==> src/rtl/tdc_pkg.sv <==
package tdc_pkg;

    localparam int NUM_THR = 4;
    localparam int TIME_W  = 32;
    localparam int PM_W    = 10;
    localparam int THR_W   = 3;
    localparam int MASK_W  = 8;
    localparam int CFG_IDX_W = 1;

    localparam logic [CFG_IDX_W-1:0] REG_EDGE_WINDOW       = 1'd0;
    localparam logic [CFG_IDX_W-1:0] REG_LEAD_TRAIL_WINDOW = 1'd1;

    localparam logic KIND_LEAD  = 1'b0;
    localparam logic KIND_TRAIL = 1'b1;

    typedef struct packed {
        logic [PM_W-1:0]   pm_id;
        logic [TIME_W-1:0] edge_time;
        logic [THR_W-1:0]  threshold;
        logic              edge_kind;
        logic              batch_last;
    } t_edge;

    typedef struct packed {
        logic [PM_W-1:0]   signal_pm;
        logic [TIME_W-1:0] lead_thr1;
        logic [TIME_W-1:0] lead_thr2;
        logic [TIME_W-1:0] lead_thr3;
        logic [TIME_W-1:0] lead_thr4;
        logic [TIME_W-1:0] trail_thr1;
        logic [TIME_W-1:0] trail_thr2;
        logic [TIME_W-1:0] trail_thr3;
        logic [TIME_W-1:0] trail_thr4;
        logic [MASK_W-1:0] found_mask;
        logic              signal_last;
        logic              overflow;
    } t_signal;

    function automatic logic [TIME_W-1:0] abs_diff(input logic [TIME_W-1:0] a,
                                                    input logic [TIME_W-1:0] b);
        return (a > b) ? (a - b) : (b - a);
    endfunction

endpackage

==> src/rtl/tdc_fifo.sv <==
module tdc_fifo
    import tdc_pkg::*;
(
    input  logic  i_clk,
    input  logic  i_rst_n,
    input  logic  i_push,
    input  t_edge i_data,
    output logic  o_full,
    input  logic  i_pop,
    output logic  o_empty,
    output t_edge o_data
);
    // Two-entry queue between the input side and the list loader.
    t_edge      r_mem [2];
    logic       r_wp, r_rp;
    logic [1:0] r_cnt;

    assign o_full  = (r_cnt == 2'd2);
    assign o_empty = (r_cnt == 2'd0);
    assign o_data  = r_mem[r_rp];

    always_ff @(posedge i_clk) begin
        if (i_push) r_mem[r_wp] <= i_data;
        if (!i_rst_n) begin
            r_wp  <= 1'b0;
            r_rp  <= 1'b0;
            r_cnt <= 2'd0;
        end else begin
            if (i_push) r_wp <= ~r_wp;
            if (i_pop)  r_rp <= ~r_rp;
            r_cnt <= r_cnt + {1'b0, i_push} - {1'b0, i_pop};
        end
    end

`ifndef ASSERT_OFF
    a_no_overrun: assert property (@(posedge i_clk) disable iff (!i_rst_n)
        o_full |-> !i_push) else $error("queue overrun");
    a_no_underrun: assert property (@(posedge i_clk) disable iff (!i_rst_n)
        o_empty |-> !i_pop) else $error("queue underrun");
    a_cnt_range: assert property (@(posedge i_clk) disable iff (!i_rst_n)
        r_cnt != 2'd3) else $error("queue count out of range");
`endif
endmodule

==> config.mk <==
export PLATFORM = sky130hd
export DESIGN_NAME = tdc_fifo
export DESIGN_NICKNAME = d
export VERILOG_FILES = /design/src/rtl/tdc_pkg.sv /design/src/rtl/tdc_fifo.sv
export SDC_FILE = /design/constraint.sdc
export NUM_CORES = 1
export LEC_CHECK = 0
export ABC_AREA = 1
export ABC_CLOCK_PERIOD_IN_PS = 4300
export BUFFER_PORTS_ARGS = -buffer_cell sky130_fd_sc_hd__buf_2
export CAP_MARGIN = 20
export CORE_MARGIN = 8
export CORE_UTILIZATION = 25
export CTS_BUF_LIST = sky130_fd_sc_hd__clkbuf_8
export DETAILED_ROUTE_END_ITERATION = 10
export PLACE_DENSITY = 0.55
export SLEW_MARGIN = 20
export SYNTH_ARGS = -nofsm -noshare
export SYNTH_HDL_FRONTEND = slang
export SYNTH_SLANG_ARGS = --single-unit
==> constraint.sdc <==
create_clock -name i_clk -period 4.3 [get_ports i_clk]
set_input_delay 0.43 -clock i_clk [delete_from_list [all_inputs] [get_ports i_clk]]
set_output_delay 0.43 -clock i_clk [all_outputs]
set_load 0.01 [all_outputs]
Word level (Yosys, flattened, before mapping)
Memories as Yosys holds them, arrays and structs flattened. A register that Yosys moved wholly into a read port is not among the register bits.
Cells that the tools add are included.
- add/subtract/negate cells: 2
- eq/ne operators: 1
- multiplexer cells: 4
- bitwise operators: 2
- reductions and logical operators: 1
- operators with widths (operator ; number):
    1-bit two-way mux ; 4
    2-bit by 1-bit adder with 2-bit output ; 1
    2-bit equality test, second input constant ; 1
    2-bit logical NOT ; 1
    1-bit inverter ; 2
    2-bit by 1-bit subtractor with 2-bit output ; 1
- bits in registers: 4
- bits in writable memories: 94
- input port bits: 51
- output and inout port bits: 49
- logic and storage cells: 14
- memories kept: 1
- memory list (name ; words ; bits a word ; read ports ; clocked after Yosys merged registers in ; write ports ; RTL line ; source):
    r_mem ; 2 ; 47 ; 1 ; 1 ; 1 ; tdc_fifo.sv:14 ; t_edge r_mem [2];

Longest topological paths before layout
- depth after elaboration: 3
- gate-level depth with buffers: 9
- depth with buffers taken out: 9

Worst setup path before layout
OpenSTA, ideal clock, no wires.
- kind: input to register
- start: input port i_push
- end: memory r_mem[0][0] (netlist bit), enable pin
- library setup time: 453 ps
- arrival time: 2445 ps
- data required time: 3847 ps
- setup slack: 1402 ps
- cell stages on the path: 2
- buffers on the path: 0
- cells stage by stage: inv_1 -> nor2_1
- cells in the longest elaborated chain, start to end: 2
- RTL lines (element ; RTL line ; source):
    start: declaration ; tdc_fifo.sv:6 ; input logic i_push,
    1-bit two-way mux ; tdc_fifo.sv:23 ; if (i_push) r_mem[r_wp] <= i_data;
    1-bit two-way mux (implied by the code) ; tdc_fifo.sv:23 ;
    end: declaration ; tdc_fifo.sv:14 ;
No other way between the ends.

==> run metrics <==
synthesized instance count 179; Min Clock Period, post-route around 2300 ps; count of different cell masters after synthesis 12; synth-to-layout area growth 23.4%; normalized max-slew margin 40.7%; setup_tns 0 ps; total clock sinks 99; crit path capture type output port; cells taking the most area after synthesis edfxtp_1 (75%), mux2_4 (12%), mux2_2 (5.1%); DP HPWL 5010 um; worst setup skew after layout about 5.5 ps; number of buffers inserted by hold repair at cts 0; number of flops mapped to enable cells by yosys 94; FF/Latch Area 2930 um2; clock input transition at the sequential cells of the worst setup and hold paths 90 ps; number of iterations in the first detailed-routing pass 4; overall power of the completed layout 1900 uW; transition time at the pin with the least slew margin 888 ps; DRC violation total after the first TritonRoute iteration 51; diodes inserted 0; CTS tree built; post-synth top area cell edfxtp_1; Resized cells post-CTS 0; critical path peak fanout 47; placed cell area 4430 um2; global route total overflow 0; final-report setup violation count 0; layout filler cell count 1,457; Setup crit start kind flop; final routed wire length divided by cell count 15.5 um; hold violation total from the final report 0; footprint of the multi-input gates 748 um2; # Post-CTS Setup Buffers 0; final instance area approximately 4600 um2; maximum buffer depth of the clock tree 2; Setup WS post-layout 2040 ps; async set-or-reset flop fraction in the synthesized netlist 0%; result of the run completed; worst hold path type input port to flop; clock root buffer clkbuf_8; worst slack at placement 2220 ps; most instantiated library cell after synthesis edfxtp_1; Yosys warnings 0; Post-Synthesis Net Count 232; share of the synthesized area in the top cell type 75.5%; Final period util 52.6%; Die Wd 138 um; Remaining DRCs 0; Max Cap Viol 0; vertical die dimension 138 um; Total GRT Usage 7.79%; sequential fraction of the synthesis area 78.2%; remaining antenna violation count after routing 0; die area 19,100 um2; Post-Syn Area per Cell about 21 um2; highest ir drop seen on vdd about 120 uV; placeable core region between 10,000 and 15,000 um2; Synth Cell Area approximately 3700 um2; Leakage 0.00181 uW; number of antenna violations at the first check in global routing 0; maximum level of the CTS H-tree 3; Data arrival, critical path 1830 ps; Starting Density 25.6%; layout cell share with drive strength beyond 1 55.5%; number of placed I/O pins 100; power density over the cells 412 nW/um2; routed via count divided by cell count about 4; count of state elements after synthesis 99; Inserted Clock Buffers 9; final layout net count approximately 340; Core Rows 44; vias in the first global route 2,129; vias around 1,900; Post-Route WL 7340 um; CP required 3870 ps; type of the setup path with the least slack flop to output port; wire length of the first global-routing pass between 10,000 and 15,000 um; top cell types by occurrence after synthesis edfxtp_1 (94), mux2_4 (30), mux2_2 (17); maximum clock frequency 0.442 GHz; final estimated routing congestion in global placement 0.670; final standard cell utilization of the core 31.6%; largest net degree at the start of global routing 48; Clk Latency, worst-skew pair 360 ps; Final Max Tran Viols 0; Post-synth top flop edfxtp_1; RSZ-0062 raised after global routing false; port buffer count 99
[cell usage in the layout, fill, tap and decap left out]
master     instances
nand2_1            8
dfxtp_4            1
dfxtp_1            4
nor2_4             1
clkbuf_8           9
nor2_1             8
bufinv_16          1
clkinv_2           2
buf_2             99
nand3_1            1
mux2_2            17
edfxtp_1          94
ha_1               2
clkinv_1           1
mux2_4            30
inv_1             10
a21oi_1            1
buf_4              1
[layer usage]
metal	GRT usage, %	up-vias	share of wire [%]
met5	0	-	0
met4	4.12	0	1.9
met3	3.29	13	5.5
met2	13.1	52	51
met1	8.16	945	41
li1	-	890	-
[state kept, by name, summed over array words and instances, names as in the netlist, named ones only]
name / flops
r_mem: 94
r_rp: 1
r_wp: 1
r_cnt: 2
[power breakdown]
| part | internal (uW) | switching (uW) |
|---|---|---|
| Sequential | 1110 | 30.3 |
| Combinational | 107 | 97.0 |
| Clock | 258 | 295 |
[worst max-delay path, stage by stage, from the launching register on]
cell and delay, ps:
dfxtp_4 880, mux2_2 420, buf_2 140
[layout make-up]
cell class                 count  share of cell area (%)
sequential                    99                    63.4
multi-input combinational     68                    16.2
timing repair buffer         100                    10.9
tap                          184                    4.99
clock buffer                   9                    2.69
clock inverter                 7                    1.17
inverter                       7                   0.597
[through the flow]
| stage | std cells | hold slack (ps) |
|---|---|---|
| 2_1_floorplan | 179 | 463 |
| 3_3_place_gp | 458 | 474 |
| 3_5_place_dp | 458 | 487 |
| 4_1_cts | 474 | 214 |
| 5_1_grt | 474 | 210 |
| 6_report | 474 | 251 |
[cell families after synthesis]
group / after synthesis / synth area share [%]
DFF: 99 / 78.2
buffers and inverters: 12 / 2.04
adders and majority gates: 2 / 0.669
muxes: 47 / 17.2
and+or+nand+nor: 18 / 1.84
AOI/OAI and AO/OA: 1 / 0.134
[path summary, 6_finish.rpt]
| path | from | endpoint | slack [ps] | depth (start not counted) |
|---|---|---|---|---|
| worst max-delay path | flop | o_data[3] | 2040 | 2 |
| worst min-delay path | i_data[41] | r_mem[1][41]$_DFFE_PP_ | 250 | 1 |
| worst max register to register | r_wp$_SDFFE_PN0P_ | r_mem[0][2]$_DFFE_PP_ | 2540 | 2 |
| worst min register to register | r_rp$_SDFFE_PN0P_ | flop | 500 | 2 |
Note: power is estimated with default switching activity, not from simulation.
